File: config.mk
export PLATFORM = sky130hd
export DESIGN_NAME = smws_ctrl
export DESIGN_NICKNAME = d
export VERILOG_FILES = /design/src/rtl/core/smws_pkg.sv /design/src/rtl/core/smws_ctrl.sv
export SDC_FILE = /design/constraint.sdc
export NUM_CORES = 1
export LEC_CHECK = 0
export BUFFER_PORTS_ARGS = -buffer_cell sky130_fd_sc_hd__buf_2
export CORE_AREA = 2 2 39 41
export DETAILED_ROUTE_END_ITERATION = 10
export DIE_AREA = 0 0 41 43
export PLACE_DENSITY = 0.59
export RECOVER_POWER = 100
export SYNTH_ARGS = -nofsm -noshare
export SYNTH_HDL_FRONTEND = slang
export SYNTH_SLANG_ARGS = --single-unit
File: constraint.sdc
create_clock -name i_clk -period 2.5 [get_ports i_clk]
set_clock_uncertainty 0.05 [all_clocks]
set_input_delay 0.25 -clock i_clk [delete_from_list [all_inputs] [get_ports i_clk]]
set_output_delay 0.25 -clock i_clk [all_outputs]
set_load 0.01 [all_outputs]
File: src/rtl/core/smws_pkg.sv
// Package: shared types and constants for the sparse merge work splitter.
`default_nettype none
package smws_pkg;
    localparam int unsigned MaxEntries = 1024;
    localparam int unsigned AddrW = $clog2(MaxEntries);
    localparam int unsigned CountW = AddrW + 1;
    localparam int unsigned IndexW = 32;
    localparam int unsigned RowW = 33;
    localparam int unsigned PosW = 48;
    localparam int unsigned FracW = 17;
    localparam int unsigned TotW = CountW + 1;
    localparam int unsigned TW = FracW + TotW;
    localparam int unsigned SmallWork = 1024;
    localparam logic [FracW-1:0] OneQ16 = 17'h10000;

    typedef enum logic [1:0] {
        OP_CLEAR = 2'd0, OP_APPEND_A = 2'd1, OP_APPEND_B = 2'd2, OP_QUERY = 2'd3
    } t_op;

    typedef enum logic [1:0] {
        OUT_BALANCED = 2'd0, OUT_WHOLE = 2'd1, OUT_EMPTY = 2'd2, OUT_EXHAUSTED = 2'd3
    } t_outcome;

    // controller -> datapath
    typedef struct packed {
        logic clear;
        logic app_a;
        logic app_b;
        logic load_q;      // capture query, set up row search
        logic set_whole;   // result: row 0 at both bases
        logic set_empty;   // result: row vector_length past both lists
        logic lb_start;    // start lower-bound pair for current probe
        logic lb_step;     // one lower-bound step: issue read or apply it
        logic row_update;  // apply too-low / too-high to row range
    } t_cmd;

    // datapath -> controller
    typedef struct packed {
        logic whole;
        logic empty;
        logic lb_done;
        logic fits;
        logic range_one;
    } t_sts;
endpackage
`default_nettype wire

File: src/rtl/core/smws_ctrl.sv
// Controller: sequences list updates, query special cases and the row search.
`default_nettype none
module smws_ctrl
    import smws_pkg::*;
(
    input  wire logic       i_clk,
    input  wire logic       i_rst_n,
    input  wire logic       i_in_fire,
    input  wire logic [1:0] i_op,
    input  wire logic       i_out_free,
    input  wire t_sts       i_sts,
    output t_cmd            o_cmd,
    output logic            o_busy,
    output logic            o_emit,
    output t_outcome        o_outcome
);
    typedef enum logic [2:0] {
        S_IDLE, S_CHECK, S_LB, S_DECIDE, S_WAIT
    } t_state;
    t_state r_state;
    t_outcome r_outcome;

    always_comb begin
        o_cmd = '0;
        o_emit = 1'b0;
        o_outcome = r_outcome;
        if (i_in_fire) begin
            case (i_op)
                OP_CLEAR:    o_cmd.clear = 1'b1;
                OP_APPEND_A: o_cmd.app_a = 1'b1;
                OP_APPEND_B: o_cmd.app_b = 1'b1;
                default:     o_cmd.load_q = 1'b1;
            endcase
        end
        case (r_state)
            S_CHECK: begin
                if (i_sts.whole) o_outcome = OUT_WHOLE;
                else if (i_sts.empty) o_outcome = OUT_EMPTY;
                o_cmd.set_whole = i_sts.whole;
                o_cmd.set_empty = !i_sts.whole && i_sts.empty;
                o_cmd.lb_start = !(i_sts.whole || i_sts.empty);
            end
            S_LB: o_cmd.lb_step = !i_sts.lb_done;
            S_DECIDE: begin
                o_outcome = i_sts.fits ? OUT_BALANCED : OUT_EXHAUSTED;
                o_cmd.row_update = !(i_sts.fits || i_sts.range_one);
                o_cmd.lb_start = o_cmd.row_update;
            end
            S_WAIT: o_emit = i_out_free;
            default: ;
        endcase
    end

    assign o_busy = (r_state != S_IDLE);

    always_ff @(posedge i_clk) begin
        if (!i_rst_n) begin
            r_state <= S_IDLE;
            r_outcome <= OUT_BALANCED;
        end else begin
            case (r_state)
                S_IDLE: if (i_in_fire && i_op == OP_QUERY) r_state <= S_CHECK;
                S_CHECK: begin
                    if (i_sts.whole || i_sts.empty) begin
                        r_outcome <= o_outcome;
                        r_state <= S_WAIT;
                    end else r_state <= S_LB;
                end
                S_LB: if (i_sts.lb_done) r_state <= S_DECIDE;
                S_DECIDE: begin
                    if (i_sts.fits || i_sts.range_one) begin
                        r_outcome <= o_outcome;
                        r_state <= S_WAIT;
                    end else r_state <= S_LB;
                end
                S_WAIT: if (i_out_free) r_state <= S_IDLE;
                default: r_state <= S_IDLE;
            endcase
        end
    end

    assert property (@(posedge i_clk) disable iff (!i_rst_n)
        o_emit |-> r_state == S_WAIT) else $error("emit outside wait");
    assert property (@(posedge i_clk) disable iff (!i_rst_n)
        i_in_fire |-> r_state == S_IDLE) else $error("accept while busy");
    assert property (@(posedge i_clk) disable iff (!i_rst_n)
        $onehot0({o_cmd.lb_step, o_cmd.load_q, o_cmd.row_update}))
        else $error("command clash");
endmodule
`default_nettype wire

**Word-level counts from Yosys, hierarchy flattened**

Cells that the tools add are included.

- Bitwise operators: 0
- Order comparisons: 0
- Shift operators: 0
- Equal/unequal tests: 12
- Multipliers: 0
- Muxes and demuxes: 23
- Divide/modulo/power cells: 0
- Reductions and logical operators: 15
- Add/subtract/negate cells: 0

Operator list:

| kind | count |
|---|---|
| $mux W3 | 5 |
| $pmux W3 S5 | 1 |
| $mux W2 | 6 |
| $ne A2 B2 Y1 const B | 5 |
| $pmux W2 S2 | 2 |
| $mux W1 | 7 |
| $eq A3 B2 Y1 const B | 2 |
| $reduce_and A3 Y1 | 2 |
| $eq A2 B2 Y1 const B | 2 |
| $logic_not A1 Y1 | 4 |
| $mux W4 | 1 |
| $eq A3 B1 Y1 const B | 1 |
| $eq A3 B3 Y1 const B | 1 |
| $logic_not A3 Y1 | 1 |
| $reduce_bool A3 Y1 | 1 |
| $reduce_or A3 Y1 | 1 |
| $eq A2 B1 Y1 const B | 1 |
| $logic_and A1 B1 Y1 | 2 |
| $logic_not A2 Y1 | 1 |
| $logic_or A1 B1 Y1 | 2 |
| $pmux W1 S2 | 1 |
| $reduce_bool A2 Y1 | 1 |

- Register bits: 5
- Output and inout bits: 13
- Memory bits (read-only): 0
- Memories kept: 0
- Bits of input ports: 11
- Latch bits: 0
- Bits in writable memories: 0

**Longest topological paths before layout**

Gate-level depths: netlist (run 1).

- Word-level depth: 5
- Gate-level depth with buffers: 5
- Depth with buffers taken out: 4

**Worst setup path after synthesis (run 1)**

Ideal clock, no wire load.

- Path kind: reg-to-output
- Start point: register r_state[1]
- End point: output o_outcome[1]
- Data arrival time: 1.133 ns
- Required time: 2.200 ns
- Path slack: 1.067 ns
- Stages on the path, launching flop included: 4
- Path through: dfxtp_1 buf_2 o31a_1 o21ai_0

- Word-level cells in the longest chain between the ends: 2
- Elaborated cells on any way between the ends: 3
- Those cells by class: eq/ne (2); mux (1)

Ends and longest elaborated chain:

| element | line | source |
|---|---|---|
| start: declaration | smws_ctrl.sv:20 | `t_state r_state;` |
| start signal: assignment | smws_ctrl.sv:58 | `r_state <= S_IDLE;` |
| start signal: assignment | smws_ctrl.sv:62 | `S_IDLE: if (i_in_fire && i_op == OP_QUERY) r_state <= S_CHECK;` |
| start signal: assignment | smws_ctrl.sv:66 | `r_state <= S_WAIT;` |
| $eq A3 B2 Y1 or $eq A3 B1 Y1 (tied branches) | smws_ctrl.sv:35 | `case (r_state)` |
| $pmux W2 S2 * | smws_ctrl.sv:35 |  |
| end: declaration | smws_ctrl.sv:15 | `output t_outcome o_outcome` |

Mark *: on every way between the ends. The rest lies on a longest branch, timed or not.

**Worst setup path after layout (run 1)**

- Start point: register r_state[1]
- End point: register r_outcome[0]

- Word-level cells in the longest chain between the ends: 4
- Elaborated cells on any way between the ends: 10
- Those cells by class: eq/ne (4); mux (4); reduce/logical (2)

Ends and longest elaborated chain:

| element | line | source |
|---|---|---|
| $eq A3 B2 Y1 or $eq A3 B1 Y1 (tied branches) | smws_ctrl.sv:35, smws_ctrl.sv:61 |  |
| $pmux W2 S2 | smws_ctrl.sv:35 |  |
| $mux W2, on equally long branches | smws_ctrl.sv:71, smws_ctrl.sv:64 |  |
| $pmux W2 S2 | smws_ctrl.sv:61 | `case (r_state)` |
| end signal: assignment | smws_ctrl.sv:65 | `r_outcome <= o_outcome;` |
| end signal: assignment | smws_ctrl.sv:72 | `r_outcome <= o_outcome;` |
| end: declaration | smws_ctrl.sv:21 | `t_outcome r_outcome;` |

Parallel ways exist; a longest one is shown, timed or not. The select of a mux whose other input is x is not followed.
A chain may end at the register's enable or synchronous reset.

==> summary.md, run 1 <==
| Metric | Value |
|---|---|
| Avg Synthesized Cell Area | 8.16 sq um |
| Total power | 0.227 mW |
| Cell with the most instances after synthesis | nor2_1 |
| Post-DRT Antenna Nets | 0 |
| Pin count of the biggest net entering global routing | 16 |
| DP Wirelength | 747 um |
| Vias per Instance | 4.98 |
| Ratio of cells with drive above 1 in the final layout | 22.5% |
| WL per Instance | 10.5 um |
| Mux cell area share after synthesis | 2.67% |
| Initial antenna violation count | 0 |
| Slew margin rel. | 54.9% |
| Mapped Cells | 46 |
| Yosys reg bits | 5 |
| Worst Reg-to-Reg Cells | 4 |
| Most used DFF post-synth | dfxtp_1 |
| Mapped Nets | 57 |
| Pwr dens | 466 nW/um^2 |
| Max cap viols | 0 |
| Final GP Congestion | 0.690 |
| Initial Utilization | 27.1% |
| Ranking of synthesized cells by area | dfxtp_1 (27%), nor2_1 (8.0%), a211oi_4 (5.3%) |
| Bufs on Longest Clock Path | 2 |
| Number of flops mapped to enable cells by yosys | 0 |
| Clock sink total | 5 |
| Port Buf Inserts | 23 |
| Compound-gate portion of the synthesized area | 27.7% |
| Min Tclk post-route | 1.86 ns |
| Worst hold path type | in -> reg |
| Vias | 433 |
| Max-slew violation count | 0 |
| Pleak | 0.198 nW |
| Area growth, synth to finish | 29.7% |
| Crit path capture type | flip-flop |
| Setup repair bufs after CTS | 0 |
| I/O pin count | 24 |
| Xor/xnor share of the synthesized area | 0% |
| Die W | 41 um |
| RSZ-0062 raised after global routing | no |
| Crit Reg-Reg Endpoint | r_outcome[0]$_SDFFE_PN0P_ |
| Clk pin slew, worst setup/hold paths | 0.04 ns |
| Fin util | 35.2% |
| Initial drt markers | 6 |
| ANT cells | 0 |
| Critical setup path kind | reg -> reg |
| Grt ovf | 0 |
| Final setup fails | 0 |
| Critical Path RT | 2.58 ns |
| Seq. cell area | 100 sq um |
| Vias in the first global route | 353 |
| Total Nets Final | 83 |
| Clk Latency, worst-skew pair | 0.24 ns |
| Root buf cell | clkbuf_4 |
| Routed Wire Length | 917 um |
| Post-synth top area cell | dfxtp_1 |
| Hold_sp | i_rst_n |
| CTS tree | yes |
| Final Hold Fails | 0 |
| Post-synth top area share | 26.7% |
| Peak VDD IR | 0.173 mV |
| Cts bufs inserted | 3 |
| Multi-input gate area | 238 sq um |
| Commonest cells post-synth | nor2_1 (8), dfxtp_1 (5), o21ai_0 (4), nand2_1 (3) |
| Die Span Y | 43 um |
| Ys async rst share | 0% |
| Site Rows | 14 |
| Status | complete, no violations |
| Achievable Freq | 538 MHz |
| Worst-path maximum fanout | 15 |
| Final setup TNS | 0 ns |
| DRC viols | 0 |
| RR Startpoint | r_state[1]$_SDFFE_PN0P_ |
| Synth Area in Adders | 0% |
| CTS Hold Bufs | 0 |
| Resized Gates After CTS | 0 |
| CP Data Arrival Time | 1.94 ns |
| DRT Pass-1 Iters | 2 |
| Global Route Usage Sum | 11.7% |
| Placed cell areas | 494 sq um |
| Fin area | 487 sq um |
| Crit share post-route | 74.3% |
| Distinct cells, synth | 24 |
| Synth warn | 0 |
| Post-Synth Simple-Gate Area | 37.7% |
| R2R Setup Slk | 0.64 ns |
| Worst hold stages | 2 |
| First-pass GRT wire length | 1370 um |
| Total core area | 1380 sq um |
| Mapped Area | 375 sq um |
| Sequential fraction of the synthesis area | 26.7% |
| Die area | 1760 sq um |
| H-tree Lvls | 1 |
| Startpoint types | flip-flop |
| Largest family of logic cells by synthesized area | simple AND/OR/NAND/NOR gates |
| Hold Path End | r_outcome[0]$_SDFFE_PN0P_ |
| Fillers | 158 |
| Slew at the pin closest to its max-slew limit | 0.673 ns |
[worst max path at each step]
stage	from	endpoint	slack (ns)	cells after the start
after CTS	r_state[1]$_SDFFE_PN0P_	o_outcome[1]	0.66	4
after detailed placement	r_state[1]$_SDFFE_PN0P_	o_outcome[1]	0.92	4
after global placement	r_state[1]$_SDFFE_PN0P_	o_outcome[1]	0.91	4
after floorplan	r_state[1]$_SDFFE_PN0P_	o_outcome[1]	1.07	3
final	r_state[1]$_SDFFE_PN0P_	r_outcome[0]$_SDFFE_PN0P_	0.64	4
after global routing	r_state[1]$_SDFFE_PN0P_	r_outcome[0]$_SDFFE_PN0P_	0.43	4
[worst max-delay path: stages, from the launching register on]
cell	delay, ns
dfxtp_1	0.60
nor3_1	0.14
a211oi_1	0.60
o211ai_1	0.19
o211a_1	0.17
[cell type report]
class / instances / area share, %
tap: 16 / 4.11
inverter: 1 / 0.771
sequential: 5 / 20.6
multi-input combinational: 38 / 48.8
timing repair buffer: 23 / 20.3
clock buffer: 4 / 5.40
[registers in the layout, summed over array words and instances, names as in the netlist]
register / cells
r_state: 3
r_outcome: 2
[cells by family after synthesis]
family	count (synthesis)
buffers and inverters	3
muxes	1
AOI/OAI and AO/OA	12
DFF	5
and+or+nand+nor	25
[metrics by stage]
step,setup WS [ns],cells,hold WS (ns)
after floorplan,1.07,46,0.333
after global placement,0.914,83,0.438
after detailed placement,0.923,83,0.442
after CTS,0.665,87,0.204
after global routing,0.430,87,0.212
final,0.642,87,0.206
[cells in the final DEF (no fill, tap or decap), drive strengths merged]
cell	instances
a21oi	2
nor4	1
nor2	8
nand2b	2
clkbuf	17
and3b	1
o211ai	1
nor3	3
inv	1
o211a	1
a211oi	2
buf	10
or3	1
nor4b	2
and3	2
nand2	3
nor3b	2
o21ai	4
mux2i	1
a2111oi	1
dfxtp	5
o31a	1
[where the power goes]
part	switching [mW]	internal [mW]	total (mW)
Clock	0.0304	0.0602	0.0906
Combinational	0.0260	0.0207	0.0468
Sequential	0.00573	0.0835	0.0892
[layer usage]
| layer | global-route usage (%) | part of all wire, % |
|---|---|---|
| met2 | 16.9 | 44 |
| met3 | 4.71 | 10 |
| met5 | 0 | 0 |
| met1 | 14.2 | 46 |
| met4 | 6.00 | 0 |
Power figures use the tool's default switching activity.
==> inputs of run 2 (changes only) <==
Settings changed: ABC_AREA set to 1, CORE_AREA 2 2 39 41 to not set, CORE_MARGIN set to 2, CORE_UTILIZATION set to 30, DIE_AREA 0 0 41 43 to not set, PLACE_DENSITY 0.59 to 0.62.
Clock period 2.5 ns to 1.5 ns, I/O delays scaled along.
==> run 2 against run 1 <==
Register-to-register slack worse by 0.23 ns. Worst hold slack worse by 0.10 ns. Area after synthesis is 13% higher. Non-clock buffer count did not move. Worst setup slack worse by 0.58 ns. Power grew 120%.
==> summary.md, run 2 <==
| Metric | Value |
|---|---|
| Post-DRT Antenna Nets | 0 |
| Cts bufs inserted | 3 |
| Die Span Y | 41.5 um |
| Post-synth top area share | 23.7% |
| Commonest cells post-synth | nand2_1 (20), inv_1 (18), nor2_1 (12), nand3_1 (6), dfxtp_1 (5) |
| Initial Utilization | 32.5% |
| Ranking of synthesized cells by area | dfxtp_1 (24%), nand2_1 (18%), inv_1 (16%) |
| Pwr dens | 828 nW/um^2 |
| Vias | 521 |
| Pleak | 0.366 nW |
| Initial antenna violation count | 0 |
| Seq. cell area | 109 sq um |
| Critical Path, Cell by Cell | inv_1 > nand2_2 > nor2_4 > inv_2 > nor3_2 > buf_2 |
| Met2 capacity usage during global routing | 19.1% |
| ANT cells | 0 |
| CP Data Arrival Time | 1.24 ns |
| Bufs on Longest Clock Path | 2 |
| Status | complete, no violations |
| Initial drt markers | 1 |
| Crit-path slowest cell | dfxtp_4 |
| Fillers | 154 |
| Post-synth top area cell | dfxtp_1 |
| Total power | 0.489 mW |
| Grt ovf | 0 |
| Critical Path RT | 1.30 ns |
| Final setup fails | 0 |
| Setup repair bufs after CTS | 0 |
| Peak VDD IR | 0.398 mV |
| Top flop regs | r_state: 3 flops, r_outcome: 2 flops |
| Number of flops mapped to enable cells by yosys | 0 |
| Mapped Cells | 76 |
| Area growth, synth to finish | 39.6% |
| Max-slew violation count | 0 |
| Mapped Nets | 87 |
| Critical setup path kind | reg -> out |
| Min Tclk post-route | 1.44 ns |
| Final GP Congestion | 0.769 |
| DRT Pass-1 Iters | 2 |
| Slew margin rel. | 83.9% |
| Crit share post-route | 95.8% |
| Pin count of the biggest net entering global routing | 8 |
| GRT busiest layer | met2 |
| First-pass GRT wire length | 1740 um |
| Final Hold Fails | 0 |
| Port Buf Inserts | 23 |
| Site Rows | 13 |
| CTS Hold Bufs | 0 |
| Sequential fraction of the synthesis area | 23.7% |
| Root buf cell | clkbuf_4 |
| Distinct cells, synth | 17 |
| Commonest non-fill, non-tap cell in the layout | nand2_1 |
| Slew at the pin closest to its max-slew limit | 0.241 ns |
| Multi-input gate area | 263 sq um |
| Routed Wire Length | 1040 um |
| Placed cell areas | 557 sq um |
| Total Nets Final | 115 |
| Worst-path maximum fanout | 5 |
| CTS tree | yes |
| Clk Latency, worst-skew pair | 0.24 ns |
| Mapped Area | 423 sq um |
| WL per Instance | 8.78 um |
| Final setup TNS | 0 ns |
| Total core area | 1300 sq um |
| Clock sink total | 5 |
| Most frequent cells in the layout | nand2_1 (20), inv_1 (17), buf_2 (14) |
| Avg Synthesized Cell Area | 5.56 sq um |
| Crit-path max cell delay | 0.36 ns |
| Startpoint types | flip-flop |
| M1 GR Usage | 16.1% |
| Ratio of cells with drive above 1 in the final layout | 29.1% |
| Met3 Use GR | 3.04% |
| Clk pin slew, worst setup/hold paths | 0.04 ns |
| Worst hold path type | in -> reg |
| Crit path capture type | primary output |
| Biggest register | r_state |
| Vias in the first global route | 445 |
| Max reg flops | 3 |
| Cell with the most instances after synthesis | nand2_1 |
| Max cap viols | 0 |
| H-tree Lvls | 1 |
| DRC viols | 0 |
| Yosys reg bits | 5 |
| Most used DFF post-synth | dfxtp_1 |
| Global Route Usage Sum | 13.2% |
| Die W | 41.5 um |
| Vias per Instance | 4.42 |
| I/O pin count | 24 |
| Die area | 1730 sq um |
| Ys async rst share | 0% |
| Achievable Freq | 696 MHz |
| Synth warn | 0 |
| Fin area | 591 sq um |
| DP Wirelength | 847 um |
[run 2: changes by cell type after synthesis, sizes merged, moves of 2 or more]
cell / change
nand2: +19
buf: -2
nand3: +8
and3: -2
inv: +17
a211oi: -2
nor2: +6
nand2b: -2
nor4b: -2
o21ai: -3
[run 2: critical path: cells and delay by family, from the launching register on]
family / cells / cell delay [ns]
flops: 1 / 0.36
buf+inv: 3 / 0.29
simple gates: 3 / 0.35
[run 2: area by class of cell]
type | count | share of cell area [%]
multi-input combinational | 53 | 44.5
sequential | 5 | 18.4
timing repair buffer | 23 | 18.0
inverter | 18 | 11.4
clock buffer | 4 | 4.45
tap | 15 | 3.18
[run 2: path summary, 6_finish.rpt]
path	from	end	slack (ns)	depth (start not counted)
worst max register to register	r_state[1]$_SDFFE_PN0P_	r_state[2]$_SDFFE_PN0P_	0.41	7
worst min register to register	r_outcome[0]$_SDFFE_PN0P_	r_outcome[0]$_SDFFE_PN0P_	0.52	4
worst min-delay path	i_rst_n	r_state[2]$_SDFFE_PN0P_	0.10	3
worst max-delay path	r_state[2]$_SDFFE_PN0P_	o_cmd[3]	0.06	6
[run 2: routing by layer]
| metal | vias to the layer above | part of all wire (%) |
|---|---|---|
| met3 | 4 | 2.8 |
| met5 | - | 0 |
| li1 | 285 | - |
| met4 | 0 | 2.8 |
| met1 | 222 | 47 |
| met2 | 10 | 47 |
[run 2: per-stage QoR]
stage	utilization (%)	cells	worst slack, ns	hold WS (ns)
2_1_floorplan	-	76	0.347	0.198
3_3_place_gp	42.8	114	0.267	0.345
3_5_place_dp	42.8	114	0.261	0.348
4_1_cts	44.9	118	0.00559	0.0958
5_1_grt	45.4	118	-0.00954	0.112
6_report	45.4	118	0.0626	0.102
[run 2: kinds of logic (layout without fill, tap and decap cells)]
| logic type | count (synthesis) | in the layout | share of synthesized area, % |
|---|---|---|---|
| flops | 5 | 5 | 23.7 |
| buf+inv | 18 | 45 | 16.0 |
| compound gates | 3 | 3 | 4.14 |
| simple gates | 50 | 50 | 56.2 |
[run 2: timing repair]
item	in CTS	in global routing
pin swaps	0	2
endpoints found under the setup margin	1	5
resized for setup	1	8
cloned	0	0
[run 2: power by group]
part / internal, mW / switching (mW) / total [mW]
logic: 0.0681 / 0.103 / 0.171
clock network: 0.100 / 0.0518 / 0.152
registers: 0.148 / 0.0179 / 0.166
